## config.mk

```make
export PLATFORM = sky130hd
export DESIGN_NAME = pswa_ctrl
export DESIGN_NICKNAME = d
export VERILOG_FILES = /design/src/rtl/core/pid_step_with_antiwindup_assert.svh /design/src/rtl/core/pswa_pkg.sv /design/src/rtl/core/pswa_ctrl.sv
export SDC_FILE = /design/constraint.sdc
export NUM_CORES = 1
export LEC_CHECK = 0
export BUFFER_PORTS_ARGS = -buffer_cell sky130_fd_sc_hd__clkbuf_2
export CAP_MARGIN = 5
export CORE_MARGIN = 3
export CORE_UTILIZATION = 30
export DETAILED_ROUTE_END_ITERATION = 12
export PLACE_DENSITY = 0.58
export SYNTH_ARGS = -nofsm -noshare
export SYNTH_HDL_FRONTEND = slang
export SYNTH_SLANG_ARGS = --single-unit
export TNS_END_PERCENT = 10
```

## constraint.sdc

```tcl
create_clock -name clock -period 1.54 [get_ports clock]
set_input_delay 0.154 -clock clock [delete_from_list [all_inputs] [get_ports clock]]
set_output_delay 0.154 -clock clock [all_outputs]
set_load 0.005 [all_outputs]
```

## src/rtl/core/pid_step_with_antiwindup_assert.svh

```systemverilog
// Assertion macros for the PID step block.
// Taken in by the modules that check their own logic; no other dependencies.
`ifndef PID_STEP_WITH_ANTIWINDUP_ASSERT_SVH
`define PID_STEP_WITH_ANTIWINDUP_ASSERT_SVH

// Same-cycle implication, quiet during reset.
`define PSWA_ASSERT_IMPLIES(label, clk, rst, ante, cons, msg) \
   label: assert property (@(posedge clk) disable iff (rst) (ante) |-> (cons)) \
      else $error(msg);

// Next-cycle implication, quiet during reset.
`define PSWA_ASSERT_NEXT(label, clk, rst, ante, cons, msg) \
   label: assert property (@(posedge clk) disable iff (rst) (ante) |=> (cons)) \
      else $error(msg);

`endif

```

## src/rtl/core/pswa_pkg.sv

```systemverilog
// Shared types, widths and constants of the PID step block.
// No dependencies; used by pswa_mac, pswa_ctrl and the top level.
`default_nettype none

package pswa_pkg;

   // Datapath widths
   localparam int GAIN_W = 24;
   localparam int ERR_W  = 33;
   localparam int PROD_W = GAIN_W + 1 + ERR_W;
   localparam int ACC_W  = 72;
   localparam int INT_W  = 48;
   localparam int FILT_W = 32;
   localparam int MAG_W  = 58;
   localparam int CSR_IDX_W  = 3;
   localparam int CSR_DATA_W = 31;

   // Filter coefficients, Q16
   localparam logic [GAIN_W-1:0] ALPHA_Q16       = 24'd2949;
   localparam logic [GAIN_W-1:0] ONE_M_ALPHA_Q16 = 24'd62587;
   localparam logic [ACC_W-1:0]  ROUND_HALF      = 72'd32768;

   // Register indexes
   localparam logic [CSR_IDX_W-1:0] CSR_KP          = 3'd0;
   localparam logic [CSR_IDX_W-1:0] CSR_KI          = 3'd1;
   localparam logic [CSR_IDX_W-1:0] CSR_KD          = 3'd2;
   localparam logic [CSR_IDX_W-1:0] CSR_INV_DT      = 3'd3;
   localparam logic [CSR_IDX_W-1:0] CSR_INV_KP      = 3'd4;
   localparam logic [CSR_IDX_W-1:0] CSR_DRIVE_LIMIT = 3'd5;
   localparam logic [CSR_IDX_W-1:0] CSR_WINDUP_MODE = 3'd6;

   // Anti-windup modes
   localparam logic [1:0] WINDUP_NONE     = 2'd0;
   localparam logic [1:0] WINDUP_UNDO     = 2'd1;
   localparam logic [1:0] WINDUP_BACKCALC = 2'd2;

   typedef enum logic [3:0] {
      ST_IDLE, ST_I_LO, ST_I_HI, ST_P, ST_D_MUL, ST_D_LO, ST_D_HI,
      ST_F_ERR, ST_F_FILT, ST_CHECK, ST_BC_LO, ST_BC_MID, ST_BC_HI,
      ST_BC_WB, ST_DONE
   } state_type;

   typedef enum logic [2:0] {
      A_KI, A_KP, A_KD, A_INV_DT, A_ALPHA, A_ONE_M_ALPHA, A_INV_KP
   } a_sel_type;

   typedef enum logic [3:0] {
      B_INT_LO, B_INT_HI, B_ERR, B_FILT, B_TMP_LO, B_TMP_HI,
      B_MAG_LO, B_MAG_MID, B_MAG_HI
   } b_sel_type;

   typedef enum logic [2:0] {
      BASE_ZERO, BASE_ACC, BASE_ACC_SHR, BASE_TMP, BASE_TMP_SHR
   } base_sel_type;

   typedef enum logic [1:0] {
      SH_NONE, SH_RIGHT16, SH_LEFT16, SH_LEFT32
   } prod_sh_type;

   typedef enum logic {
      DEST_ACC, DEST_TMP
   } dest_type;

   typedef struct packed {
      logic         en;
      a_sel_type    a_sel;
      b_sel_type    b_sel;
      base_sel_type base_sel;
      prod_sh_type  prod_sh;
      dest_type     dest;
   } mac_ctrl_type;

   typedef struct packed {
      mac_ctrl_type mac;
      logic         check;
      logic         bc_wb;
      logic         load_rsp;
   } seq_ctrl_type;

endpackage

`default_nettype wire

```

## src/rtl/core/pswa_ctrl.sv

```systemverilog
// Step sequencer: walks the multiply-accumulate unit through the PID terms,
// the filter, the limit check and back-calculation. Uses pswa_pkg.
`default_nettype none

module pswa_ctrl (
   input  wire                          clock,
   input  wire                          reset,
   input  wire                          req_valid,
   input  wire                          req_cmd,
   input  wire                          bc_need,
   input  wire                          rsp_free,
   output logic                         req_ready,
   output pswa_pkg::seq_ctrl_type       seq
);

   pswa_pkg::state_type state_ff;
   pswa_pkg::state_type state_in;

   function automatic pswa_pkg::mac_ctrl_type mac_op(
      input pswa_pkg::a_sel_type    a_sel,
      input pswa_pkg::b_sel_type    b_sel,
      input pswa_pkg::base_sel_type base_sel,
      input pswa_pkg::prod_sh_type  prod_sh,
      input pswa_pkg::dest_type     dest
   );
      pswa_pkg::mac_ctrl_type m;
      m.en       = 1'b1;
      m.a_sel    = a_sel;
      m.b_sel    = b_sel;
      m.base_sel = base_sel;
      m.prod_sh  = prod_sh;
      m.dest     = dest;
      return m;
   endfunction

   // State register
   always_ff @(posedge clock) begin
      if (reset) begin
         state_ff <= pswa_pkg::ST_IDLE;
      end else begin
         state_ff <= state_in;
      end
   end

   // Next state and unit controls
   always_comb begin
      state_in  = state_ff;
      seq       = '0;
      req_ready = 1'b0;
      case (state_ff)
         pswa_pkg::ST_IDLE: begin
            req_ready = 1'b1;
            if (req_valid) begin
               state_in = req_cmd ? pswa_pkg::ST_DONE : pswa_pkg::ST_I_LO;
            end
         end
         // integral term: low half, then high half on top of the shifted low part
         pswa_pkg::ST_I_LO: begin
            seq.mac  = mac_op(pswa_pkg::A_KI, pswa_pkg::B_INT_LO, pswa_pkg::BASE_ZERO,
                              pswa_pkg::SH_NONE, pswa_pkg::DEST_ACC);
            state_in = pswa_pkg::ST_I_HI;
         end
         pswa_pkg::ST_I_HI: begin
            seq.mac  = mac_op(pswa_pkg::A_KI, pswa_pkg::B_INT_HI, pswa_pkg::BASE_ACC_SHR,
                              pswa_pkg::SH_NONE, pswa_pkg::DEST_ACC);
            state_in = pswa_pkg::ST_P;
         end
         // proportional term, floored on its own
         pswa_pkg::ST_P: begin
            seq.mac  = mac_op(pswa_pkg::A_KP, pswa_pkg::B_ERR, pswa_pkg::BASE_ACC,
                              pswa_pkg::SH_RIGHT16, pswa_pkg::DEST_ACC);
            state_in = pswa_pkg::ST_D_MUL;
         end
         // derivative: scale filtered error, then times the rate in two halves
         pswa_pkg::ST_D_MUL: begin
            seq.mac  = mac_op(pswa_pkg::A_KD, pswa_pkg::B_FILT, pswa_pkg::BASE_ZERO,
                              pswa_pkg::SH_RIGHT16, pswa_pkg::DEST_TMP);
            state_in = pswa_pkg::ST_D_LO;
         end
         pswa_pkg::ST_D_LO: begin
            seq.mac  = mac_op(pswa_pkg::A_INV_DT, pswa_pkg::B_TMP_LO, pswa_pkg::BASE_ACC,
                              pswa_pkg::SH_NONE, pswa_pkg::DEST_ACC);
            state_in = pswa_pkg::ST_D_HI;
         end
         pswa_pkg::ST_D_HI: begin
            seq.mac  = mac_op(pswa_pkg::A_INV_DT, pswa_pkg::B_TMP_HI, pswa_pkg::BASE_ACC,
                              pswa_pkg::SH_LEFT16, pswa_pkg::DEST_ACC);
            state_in = pswa_pkg::ST_F_ERR;
         end
         // low-pass filter numerator
         pswa_pkg::ST_F_ERR: begin
            seq.mac  = mac_op(pswa_pkg::A_ALPHA, pswa_pkg::B_ERR, pswa_pkg::BASE_ZERO,
                              pswa_pkg::SH_NONE, pswa_pkg::DEST_TMP);
            state_in = pswa_pkg::ST_F_FILT;
         end
         pswa_pkg::ST_F_FILT: begin
            seq.mac  = mac_op(pswa_pkg::A_ONE_M_ALPHA, pswa_pkg::B_FILT, pswa_pkg::BASE_TMP,
                              pswa_pkg::SH_NONE, pswa_pkg::DEST_TMP);
            state_in = pswa_pkg::ST_CHECK;
         end
         pswa_pkg::ST_CHECK: begin
            seq.check = 1'b1;
            state_in  = bc_need ? pswa_pkg::ST_BC_LO : pswa_pkg::ST_DONE;
         end
         // back-calculation: inv_kp times excess magnitude in three slices
         pswa_pkg::ST_BC_LO: begin
            seq.mac  = mac_op(pswa_pkg::A_INV_KP, pswa_pkg::B_MAG_LO, pswa_pkg::BASE_ZERO,
                              pswa_pkg::SH_NONE, pswa_pkg::DEST_TMP);
            state_in = pswa_pkg::ST_BC_MID;
         end
         pswa_pkg::ST_BC_MID: begin
            seq.mac  = mac_op(pswa_pkg::A_INV_KP, pswa_pkg::B_MAG_MID, pswa_pkg::BASE_TMP_SHR,
                              pswa_pkg::SH_NONE, pswa_pkg::DEST_TMP);
            state_in = pswa_pkg::ST_BC_HI;
         end
         pswa_pkg::ST_BC_HI: begin
            seq.mac  = mac_op(pswa_pkg::A_INV_KP, pswa_pkg::B_MAG_HI, pswa_pkg::BASE_TMP,
                              pswa_pkg::SH_LEFT32, pswa_pkg::DEST_TMP);
            state_in = pswa_pkg::ST_BC_WB;
         end
         pswa_pkg::ST_BC_WB: begin
            seq.bc_wb = 1'b1;
            state_in  = pswa_pkg::ST_DONE;
         end
         // hold until the output register is free
         pswa_pkg::ST_DONE: begin
            if (rsp_free) begin
               seq.load_rsp = 1'b1;
               state_in     = pswa_pkg::ST_IDLE;
            end
         end
         default: begin
            state_in = pswa_pkg::ST_IDLE;
         end
      endcase
   end

endmodule

`default_nettype wire

```

# Yosys cells after proc, flatten, opt, wreduce, memory -nomap -nowiden
# Cells that the tools add are included.
# word_totals
regBits,4
inputBits,6
output_inout_bits,18
elab_cells,30
# classes
eq_ne,16
mux,11
n_reduce_logical,2
# op_table
operator,count
14-bit one-hot mux with 11 select lines,1
4-bit one-hot mux with 15 select lines,1
4-bit equality test (second input constant),7
4-bit by 3-bit equality test with 1-bit output (second input constant),4
4-bit two-way mux,3
4-bit by 2-bit equality test with 1-bit output (second input constant),2
1-bit two-way mux,5
4-bit by 1-bit equality test with 1-bit output (second input constant),1
4-bit zero test,1
2-bit != test (second input constant),2
3-bit two-way mux,1
2-bit AND reduction,1

# Longest topological paths before layout
# Gate-level depths: netlist (run 1).
# depth
word_depth,3
ltp_mapped,5
depth_no_buf,4

# Worst setup path before layout (run 1)
# OpenSTA, ideal clock, no wires.
# synth_path
path_kind,register to output
startpoint,reg state_ff[2]
endpoint,out seq[7] (netlist bit)
t_arrival_ns,1.083
required_time_ns,1.386
path_slack_ns,0.303
path_stages_with_launch,5
n_path_buf,1
cell_sequence,dfxtp_1 buf_2 or2b_1 mux2_2 nor2_1
# synth_lines
item,line_no,rtl
start: declaration,pswa_ctrl.sv:16,pswa_pkg::state_type state_ff;
start signal: assignment,pswa_ctrl.sv:39,state_ff <= pswa_pkg::ST_IDLE;
start signal: assignment,pswa_ctrl.sv:41,state_ff <= state_in;
end: declaration,pswa_ctrl.sv:13,output pswa_pkg::seq_ctrl_type seq

==> run summary, run 1 <==
Critical R2R Capture: state_ff[2]
Post-Place Setup Slack: 0.139 ns
post-synth top area cell: dfxtp_1
vias per inst: 4.95
Tcrit/Tclk final: 0.980
sequential share of the synthesized area: 0.146
gr usage total: 0.142
flop and latch count out of synthesis: 4
max FFs per register: 4
Hold Vio Cnt, Final: 0
PwrDens: 2430 nW/um^2
initial antenna violation count: 0
Detailed Route Iter0 Violations: 22
Post-route DRC: 0
n_diodes: 0
core area: 1610 sq um
Commonest cells post-synth: 12 x nand2_1, 11 x nor2_1, 8 x o21ai_0, 5 x buf_2, 4 x dfxtp_1
Post-synth EDFFs: 0
largest net degree at the start of global routing: 15
Lkg Pwr: 0.379 nW
num ports: 24
global-route wire length before repair: 2770 um
RD Place Congestion: 0.806
worst setup margin: 0.0306 ns
max-cap check violation count: 0
Netlist cell types: 31
grt met3 use: 0.0122
Routed WL: 1630 um
maximum vdd drop: 0.998 mV
hold path depth: 3
crit path cell chain: or2_4 -> buf_4 -> a21o_1 -> nand2_1 -> clkbuf_2
Inst Count DP: 130
Fillers: 170
WS Path Type: register to output port
Hold Crit Class: input port to register
Crit. End Element: output port
# nets final: 120
row count: 14
r2r startpoint: state_ff[1]
unrepaired setup endpoints after global routing: true
skew final: 0.00197 ns
fraction of layout cells with a size suffix above 1: 0.473
largest register by flop count: state_ff
met2 Resource Use GR: 0.249
Starting Density: 0.341
Synth Instances: 82
WL per Instance: 12.0 um
R2R Setup Slk: 0.13 ns
Post-synth ARST share: 0
fin cells: 136
critical path fanouts, max: 6
clk sinks: 4
Mapped Area: 549 sq um
vias in the first global route: 649
CP Launch Type: register
Worst-path clk slew: 0.04 ns
Routed Antenna Nets: 0
maximum buffer depth of the clock tree: 2
dpl hpwl: 1190 um
grt peak-use layer: met2
min cycle time layout: 1.51 ns
Die Wd: 48.8 um
first-pass detailed-route iteration total: 4
met1 Use GR: 0.170
register area: 92.6 sq um
Worst Hold Path EP: state_ff[1]
Synth Flop Type: dfxtp_1
die area: 2380 sq um
Port Buf Inserts: 23
CTS tree: built
critical path required time: 1.39 ns
biggest regs: state_ff x4
most frequent cell after synthesis: nand2_1
Synth Area per Inst: 6.70 sq um
final cell utilization of the core: 0.498
Worst Tran Pin Value: 0.321 ns
clk_lat worst skew: 0.24 ns
Cell Area, Placed: 727 sq um
number of CTS-inserted buffers: 3
hold_sp: reset
Final setup viols: 0
Multi-input gate area: 432 sq um
Synth top area share: 0.146
die span in y: 48.8 um
fmax: 0.663 GHz
Worst path slowest cell: dfxtp_4
yosys warns: 0
final instance area: 803 sq um
run status: finished clean
gr ovfl total: 0
synth top area cells: dfxtp_1 15%, nand2_1 8.2%, nor2_1 7.5%
FF-to-FF path depth: 5
H-tree depth: 1
Root Buffer Master: clkbuf_4
headroom to the max-slew limit: 0.784
Area Growth Syn to Fin: 46.2%
via count: 673
Mapped Nets: 88
Final Max Tran Viols: 0
Worst EP arrival: 1.36 ns
Post-CTS Hold Buffers: 0
Crit path largest cell delay: 0.36 ns
## cell type report
cell class,count,share of cell area
clock buffers,3,0.0280
inverters,3,0.0140
multi-input cells,67,0.537
flip-flops and latches,4,0.115
well taps,24,0.0374
repair buffers,35,0.268
## stage by stage
step	hold slack, ns	TNS, ns	total power [mW]
5_1_grt	0.232	-0.0420	2.14
4_1_cts	0.214	0	1.85
2_1_floorplan	0.329	0	1.15
3_5_place_dp	0.473	0	1.67
6_report	0.216	0	1.95
3_3_place_gp	0.465	0	1.68
## cells by family after synthesis
kind of cell / share of synthesized area
flip-flops: 0.146
XOR/XNOR: 0.0319
AND/OR/NAND/NOR: 0.401
AO/OA/AOI/OAI: 0.294
multiplexers: 0.0205
buffers and inverters: 0.107
## worst max-delay path: cells and delay by family, from the launching register on
family / cells / cell delay, ns
flip-flops: 1 / 0.36
buffers and inverters: 2 / 0.27
AND/OR/NAND/NOR: 2 / 0.33
AO/OA/AOI/OAI: 1 / 0.15
## placed cells by master, fill, tap and decap left out, types with 2 or more instances in the layout
master / instances
nand2_1: 12
nor2b_1: 3
inv_1: 2
a31oi_1: 2
nor3_1: 3
nand2b_1: 3
clkbuf_2: 23
nand3_1: 2
o311a_1: 2
a21o_1: 3
buf_4: 10
dfxtp_4: 3
o21ai_0: 8
clkbuf_4: 3
a21oi_1: 2
nor2_1: 10
## power by group
group,leakage [nW],total (mW),switching (mW),internal (mW)
clock network,0.0138,0.136,0.0483,0.0875
registers,0.0354,0.326,0.143,0.182
logic,0.330,1.49,0.709,0.784
## timing repair
item / in CTS / in global routing
endpoints found under the setup margin: 11 / 8
resized for setup: 6 / 9
buffers inserted: 0 / 3
pin swaps: 0 / 1
## worst max path at each step
stage / start / endpoint / slack (ns) / depth (start not counted)
after floorplan: state_ff[2] / seq[7] / 0.30 / 4
after global placement: state_ff[2] / seq[3] / 0.16 / 4
after detailed placement: state_ff[1] / seq[7] / 0.14 / 4
after CTS: state_ff[1] / seq[7] / 0.002 / 4
after global routing: state_ff[2] / seq[7] / -0.02 / 4
final: state_ff[1] / seq[15] / 0.03 / 5
## layer usage
metal	wire length [um]	part of all wire
met2	809	0.50
met3	49	0.030
met1	748	0.46
met4	19	0.012
met5	0	0
No activity file was read; power rests on OpenSTA's default activity.
==> run 2, diff against run 1 <==
--- a/config.mk
+++ b/config.mk
@@ -7,10 +7,10 @@
 export LEC_CHECK = 0
 export BUFFER_PORTS_ARGS = -buffer_cell sky130_fd_sc_hd__clkbuf_2
 export CAP_MARGIN = 5
-export CORE_MARGIN = 3
-export CORE_UTILIZATION = 30
+export CORE_AREA = 3 3 40 42
 export DETAILED_ROUTE_END_ITERATION = 12
-export PLACE_DENSITY = 0.58
+export DIE_AREA = 0 0 43 45
+export PLACE_DENSITY = 0.74
 export SYNTH_ARGS = -nofsm -noshare
 export SYNTH_HDL_FRONTEND = slang
 export SYNTH_SLANG_ARGS = --single-unit
==> run summary, run 2 (same netlist as run 1, synthesis figures left out) <==
grt met3 use: 0.0478 (was 0.0122)
Routed WL: 1700 um (was 1630 um)
met1 Use GR: 0.206 (was 0.170)
core area: 1280 sq um (was 1610 sq um)
skew final: 0.00350 ns (was 0.00197 ns)
failing checks: negative setup slack
crit path cell chain: or2_4 -> buf_6 -> o21ai_0 -> clkbuf_2 (was or2_4 -> buf_4 -> a21o_1 -> nand2_1 -> clkbuf_2)
grt peak-use layer: met2 (unchanged)
Final Max Tran Viols: 0 (unchanged)
Worst EP arrival: 1.39 ns (was 1.36 ns)
Crit. Startpoint: state_ff[0] (was state_ff[1])
Starting Density: 0.427 (was 0.341)
largest register by flop count: state_ff (unchanged)
biggest regs: state_ff x4 (unchanged)
r2r startpoint: state_ff[3] (was state_ff[1])
Area Growth Syn to Fin: 43.7% (was 46.2%)
clk sinks: 4 (unchanged)
Hold Vio Cnt, Final: 0 (unchanged)
H-tree depth: 1 (unchanged)
Inst Count DP: 120 (was 130)
final cell utilization of the core: 0.614 (was 0.498)
unrepaired setup endpoints after global routing: true (unchanged)
gr ovfl total: 0 (unchanged)
clk_lat worst skew: 0.24 ns (about the same)
number of CTS-inserted buffers: 3 (unchanged)
die area: 1940 sq um (was 2380 sq um)
Root Buffer Master: clkbuf_4 (unchanged)
dpl hpwl: 1130 um (was 1190 um)
num ports: 24 (unchanged)
global-route wire length before repair: 2350 um (was 2770 um)
CP delay by family, top: flip-flops (unchanged)
RD Place Congestion: 0.801 (was 0.806)
Fillers: 131 (was 170)
Crit path largest cell delay: 0.37 ns (was 0.36 ns)
row count: 13 (was 14)
Hold Crit Class: input port to register (unchanged)
min cycle time layout: 1.54 ns (was 1.51 ns)
Port Buf Inserts: 23 (unchanged)
gr usage total: 0.159 (was 0.142)
die span in y: 45 um (was 48.8 um)
Tcrit/Tclk final: 1.00 (was 0.980)
CP Launch Type: register (unchanged)
hold_sp: reset (unchanged)
Post-route DRC: 0 (unchanged)
vias in the first global route: 545 (was 649)
commonest non-fill, non-tap cells in the layout: 23 x clkbuf_2, 12 x nand2_1, 10 x nor2_1 (was 23 x clkbuf_2, 12 x nand2_1, 10 x nor2_1, 10 x buf_4, 8 x o21ai_0)
Buf/Inv on CP: 2 (unchanged)
Worst path slowest cell: dfxtp_4 (unchanged)
maximum buffer depth of the clock tree: 2 (unchanged)
fin cells: 128 (was 136)
Crit. End Element: output port (unchanged)
WL per Instance: 13.3 um (was 12.0 um)
Die Wd: 43 um (was 48.8 um)
CTS tree: built (unchanged)
run status: finished with violations (was finished clean)
vias per inst: 5.46 (was 4.95)
initial antenna violation count: 0 (unchanged)
largest net degree at the start of global routing: 22 (was 15)
max-cap check violation count: 0 (unchanged)
Worst-path clk slew: 0.04 ns (about the same)
critical path required time: 1.39 ns (about the same)
commonest non-fill, non-tap cell in the layout: clkbuf_2 (unchanged)
Routed Antenna Nets: 0 (unchanged)
Post-CTS Hold Buffers: 0 (unchanged)
via count: 699 (was 673)
headroom to the max-slew limit: 0.764 (was 0.784)
maximum vdd drop: 1.07 mV (was 0.998 mV)
met2 Resource Use GR: 0.260 (was 0.249)
Worst Tran Pin Value: 0.352 ns (was 0.321 ns)
Hold Slack: 0.209 ns (was 0.216 ns)
Power, Total: 1.95 mW (about the same)
critical path fanouts, max: 7 (was 6)
first-pass detailed-route iteration total: 4 (unchanged)
WS Path Type: register to output port (unchanged)
n_diodes: 0 (unchanged)
worst setup margin: -0.00145 ns (was 0.0306 ns)
PwrDens: 2470 nW/um^2 (was 2430 nW/um^2)
Post-Place Setup Slack: 0.0599 ns (was 0.139 ns)
Final setup viols: 1 (was 0)
# nets final: 121 (was 120)
Lkg Pwr: 0.388 nW (was 0.379 nW)
max FFs per register: 4 (unchanged)
fmax: 0.649 GHz (was 0.663 GHz)
Detailed Route Iter0 Violations: 17 (was 22)
fraction of layout cells with a size suffix above 1: 0.469 (was 0.473)
[run 2: cell types whose count changed in the layout (fill, tap and decap cells not counted), sizes merged]
cell	before	now
clkbuf	26	27
[run 2: worst paths after layout]
check | cells after the start | endpoint | slack, ns
max | 4 | seq[6] | -0.001
min | 3 | state_ff[0] | 0.21
max reg2reg | 5 | state_ff[2] | 0.33
min reg2reg | 2 | state_ff[3] | 0.63
[run 2: area by class of cell]
cell class | count | area, sq um | area share
multi-input cells | 67 | 433 | 0.548
repair buffers | 36 | 211 | 0.268
flip-flops and latches | 4 | 92.6 | 0.117
clock buffers | 3 | 22.5 | 0.0285
well taps | 15 | 18.8 | 0.0238
inverters | 3 | 11.3 | 0.0143
[run 2: power by group]
part           leakage, nW  internal (mW)  switching, mW
Sequential          0.0354          0.182          0.136
Combinational        0.338          0.767          0.735
Clock               0.0138         0.0873         0.0453
Total                0.388           1.04          0.916
[run 2: stage by stage]
stage / setup TNS (ns) / area [sq um]
floorplan: 0 / 549
global placement: 0 / 696
detailed placement: 0 / 696
CTS: -0.00956 / 746
global route: -0.142 / 790
finish: -0.00145 / 790
[run 2: what timing repair did]
action                                  CTS  global route
pin swaps                                 0             1
cloned                                    0             0
buffers inserted                          1             4
resized for setup                         9             7
endpoints found under the setup margin   16             9
[run 2: per-layer routing]
metal	share of wire	wire, um
met1	0.42	717
met2	0.51	864
met3	0.067	114
met4	0.0041	7
met5	0	0
[run 2: tightest hold or removal path, delay by kind of cell]
family | cells | cell delay (ns)
compound gates | 1 | 0.11
simple gates | 1 | 0.04
buf+inv | 1 | 0.10
==> run 3, diff against run 2 <==
--- a/config.mk
+++ b/config.mk
@@ -11,6 +11,7 @@
 export DETAILED_ROUTE_END_ITERATION = 12
 export DIE_AREA = 0 0 43 45
 export PLACE_DENSITY = 0.74
+export REMOVE_ABC_BUFFERS = 1
 export SYNTH_ARGS = -nofsm -noshare
 export SYNTH_HDL_FRONTEND = slang
 export SYNTH_SLANG_ARGS = --single-unit
==> run summary, run 3 (same netlist as run 1, synthesis figures left out) <==
Final Max Tran Viols: 0 (unchanged)
R2R Setup Slk: 0.15 ns (was 0.33 ns)
WL per Instance: 11.9 um (was 13.3 um)
critical path fanouts, max: 7 (unchanged)
clk_lat worst skew: 0.23 ns (was 0.24 ns)
Area Growth Syn to Fin: 42.1% (was 43.7%)
# nets final: 120 (was 121)
largest register by flop count: state_ff (unchanged)
core area: 1280 sq um (unchanged)
run status: finished clean (was finished with violations)
Post-Place Setup Slack: 0.108 ns (was 0.0599 ns)
clock power share: 0.070 (was 0.068)
commonest non-fill, non-tap cell in the layout: clkbuf_2 (unchanged)
unrepaired setup endpoints after global routing: true (unchanged)
power share of the combinational group: 0.777 (was 0.769)
met1 Use GR: 0.173 (was 0.206)
Seq pwr share: 0.153 (was 0.163)
Hold Slack: 0.224 ns (was 0.209 ns)
die area: 1940 sq um (unchanged)
Switching Fraction: 0.460 (was 0.469)
fraction of layout cells with a size suffix above 1: 0.473 (was 0.469)
met2 Resource Use GR: 0.278 (was 0.260)
Hold Vio Cnt, Final: 0 (unchanged)
RD Place Congestion: 0.773 (was 0.801)
hold path depth: 3 (unchanged)
vias per inst: 5.28 (was 5.46)
maximum buffer depth of the clock tree: 2 (unchanged)
commonest non-fill, non-tap cells in the layout: 23 x clkbuf_2, 12 x nand2_1, 11 x buf_4 (was 23 x clkbuf_2, 12 x nand2_1, 10 x nor2_1)
Worst Tran Pin Value: 0.311 ns (was 0.352 ns)
row count: 13 (unchanged)
final cell utilization of the core: 0.608 (was 0.614)
clk sinks: 4 (unchanged)
cell-internal power: 1.01 mW (was 1.04 mW)
Worst EP arrival: 1.33 ns (was 1.39 ns)
Worst-path clk slew: 0.04 ns (about the same)
num ports: 24 (unchanged)
n_diodes: 0 (unchanged)
worst setup margin: 0.0520 ns (was -0.00145 ns)
Post-CTS Hold Buffers: 0 (unchanged)
PwrDens: 2410 nW/um^2 (was 2470 nW/um^2)
gr usage total: 0.152 (was 0.159)
hold_sp: reset (unchanged)
skew final: 0.00297 ns (was 0.00350 ns)
Critical R2R Capture: state_ff[2] (unchanged)
max FFs per register: 4 (unchanged)
maximum vdd drop: 1.11 mV (was 1.07 mV)
global-route wire length before repair: 2290 um (was 2350 um)
Tcrit/Tclk final: 0.966 (was 1.00)
fmax: 0.672 GHz (was 0.649 GHz)
Die Wd: 43 um (unchanged)
grt met3 use: 0.0319 (was 0.0478)
Detailed Route Iter0 Violations: 20 (was 17)
first-pass detailed-route iteration total: 4 (unchanged)
min cycle time layout: 1.49 ns (was 1.54 ns)
die span in y: 45 um (unchanged)
H-tree depth: 1 (unchanged)
FF-to-FF path depth: 5 (unchanged)
Lkg Pwr: 0.384 nW (was 0.388 nW)
Starting Density: 0.427 (unchanged)
via count: 671 (was 699)
number of CTS-inserted buffers: 3 (unchanged)
largest net degree at the start of global routing: 17 (was 22)
Port Buf Inserts: 23 (unchanged)
Routed Antenna Nets: 0 (unchanged)
Crit. End Element: output port (unchanged)
gr ovfl total: 0 (unchanged)
headroom to the max-slew limit: 0.791 (was 0.764)
vias in the first global route: 565 (was 545)
CTS tree: built (unchanged)
Final setup viols: 0 (was 1)
CP Launch Type: register (unchanged)
max-cap check violation count: 0 (unchanged)
Post-route DRC: 0 (unchanged)
initial antenna violation count: 0 (unchanged)
biggest regs: state_ff x4 (unchanged)
Fillers: 112 (was 131)
Worst Hold Path EP: state_ff[0] (unchanged)
WS Path Type: register to output port (unchanged)
switching power: 0.865 mW (was 0.916 mW)
Routed WL: 1510 um (was 1700 um)
Hold Crit Class: input port to register (unchanged)
critical path required time: 1.39 ns (about the same)
r2r startpoint: state_ff[1] (was state_ff[3])
grt peak-use layer: met2 (unchanged)
dpl hpwl: 1150 um (was 1130 um)
Root Buffer Master: clkbuf_4 (unchanged)
[run 3: cell count changes in the layout (fill, tap and decap cells not counted)]
cell | before | now
buf_4 | 9 | 11
and2_1 | 1 | 0
and2_4 | 0 | 1
buf_2 | 2 | 1
buf_6 | 1 | 0
clkbuf_4 | 4 | 3
dfxtp_2 | 1 | 2
dfxtp_4 | 3 | 2
[run 3: area by class of cell]
| class | instances | area [sq um] | share of cell area |
|---|---|---|---|
| Timing Repair Buffer | 35 | 203 | 0.260 |
| Tap cell | 15 | 18.8 | 0.0240 |
| Sequential cell | 4 | 90.1 | 0.115 |
| Inverter | 3 | 11.3 | 0.0144 |
| Multi-Input combinational cell | 67 | 435 | 0.558 |
| Clock buffer | 3 | 22.5 | 0.0288 |
[run 3: metal layers]
metal  vias up  part of all wire
met5         -                 0
met4         0                 0
met3         0             0.051
met2        18              0.51
met1       311              0.44
li1        342                 -
[run 3: stage by stage]
step                area, sq um  instances  power (mW)  TNS [ns]
global placement            688        119        1.54         0
detailed placement          688        119        1.56         0
global route                781        127        2.06   -0.0114
CTS                         718        122        1.71         0
floorplan                   502         74        1.04         0
finish                      781        127        1.88         0
[run 3: worst max-delay path by stage]
stage                        to  depth (start not counted)         from  slack [ns]
floorplan           state_ff[0]                          4  state_ff[0]       0.007
global placement         seq[7]                          4  state_ff[1]        0.17
detailed placement      seq[13]                          5  state_ff[1]        0.11
CTS                      seq[3]                          4  state_ff[3]       0.002
global route             seq[7]                          4  state_ff[1]       -0.01
finish                   seq[7]                          4  state_ff[1]        0.05
[run 3: power groups by stage]
stage	combinational (mW)	sequential [mW]	clock, mW
finish	1.46	0.287	0.132
global route	1.62	0.297	0.147
floorplan	0.695	0.344	0
CTS	1.28	0.299	0.133
global placement	1.26	0.284	0
detailed placement	1.27	0.289	0
[run 3: worst max-delay path, cell delays in order, from the launching register on]
cell	delay (ns)
dfxtp_4	0.38
or2b_1	0.27
mux2_4	0.27
nor2_2	0.07
buf_2	0.11
[run 3: what timing repair did]
action,CTS,global route
endpoints found under the setup margin,12,14
pin swaps,0,0
endpoints found under the hold margin,0,0
cloned,0,0
buffers inserted,0,5
resized for setup,4,10
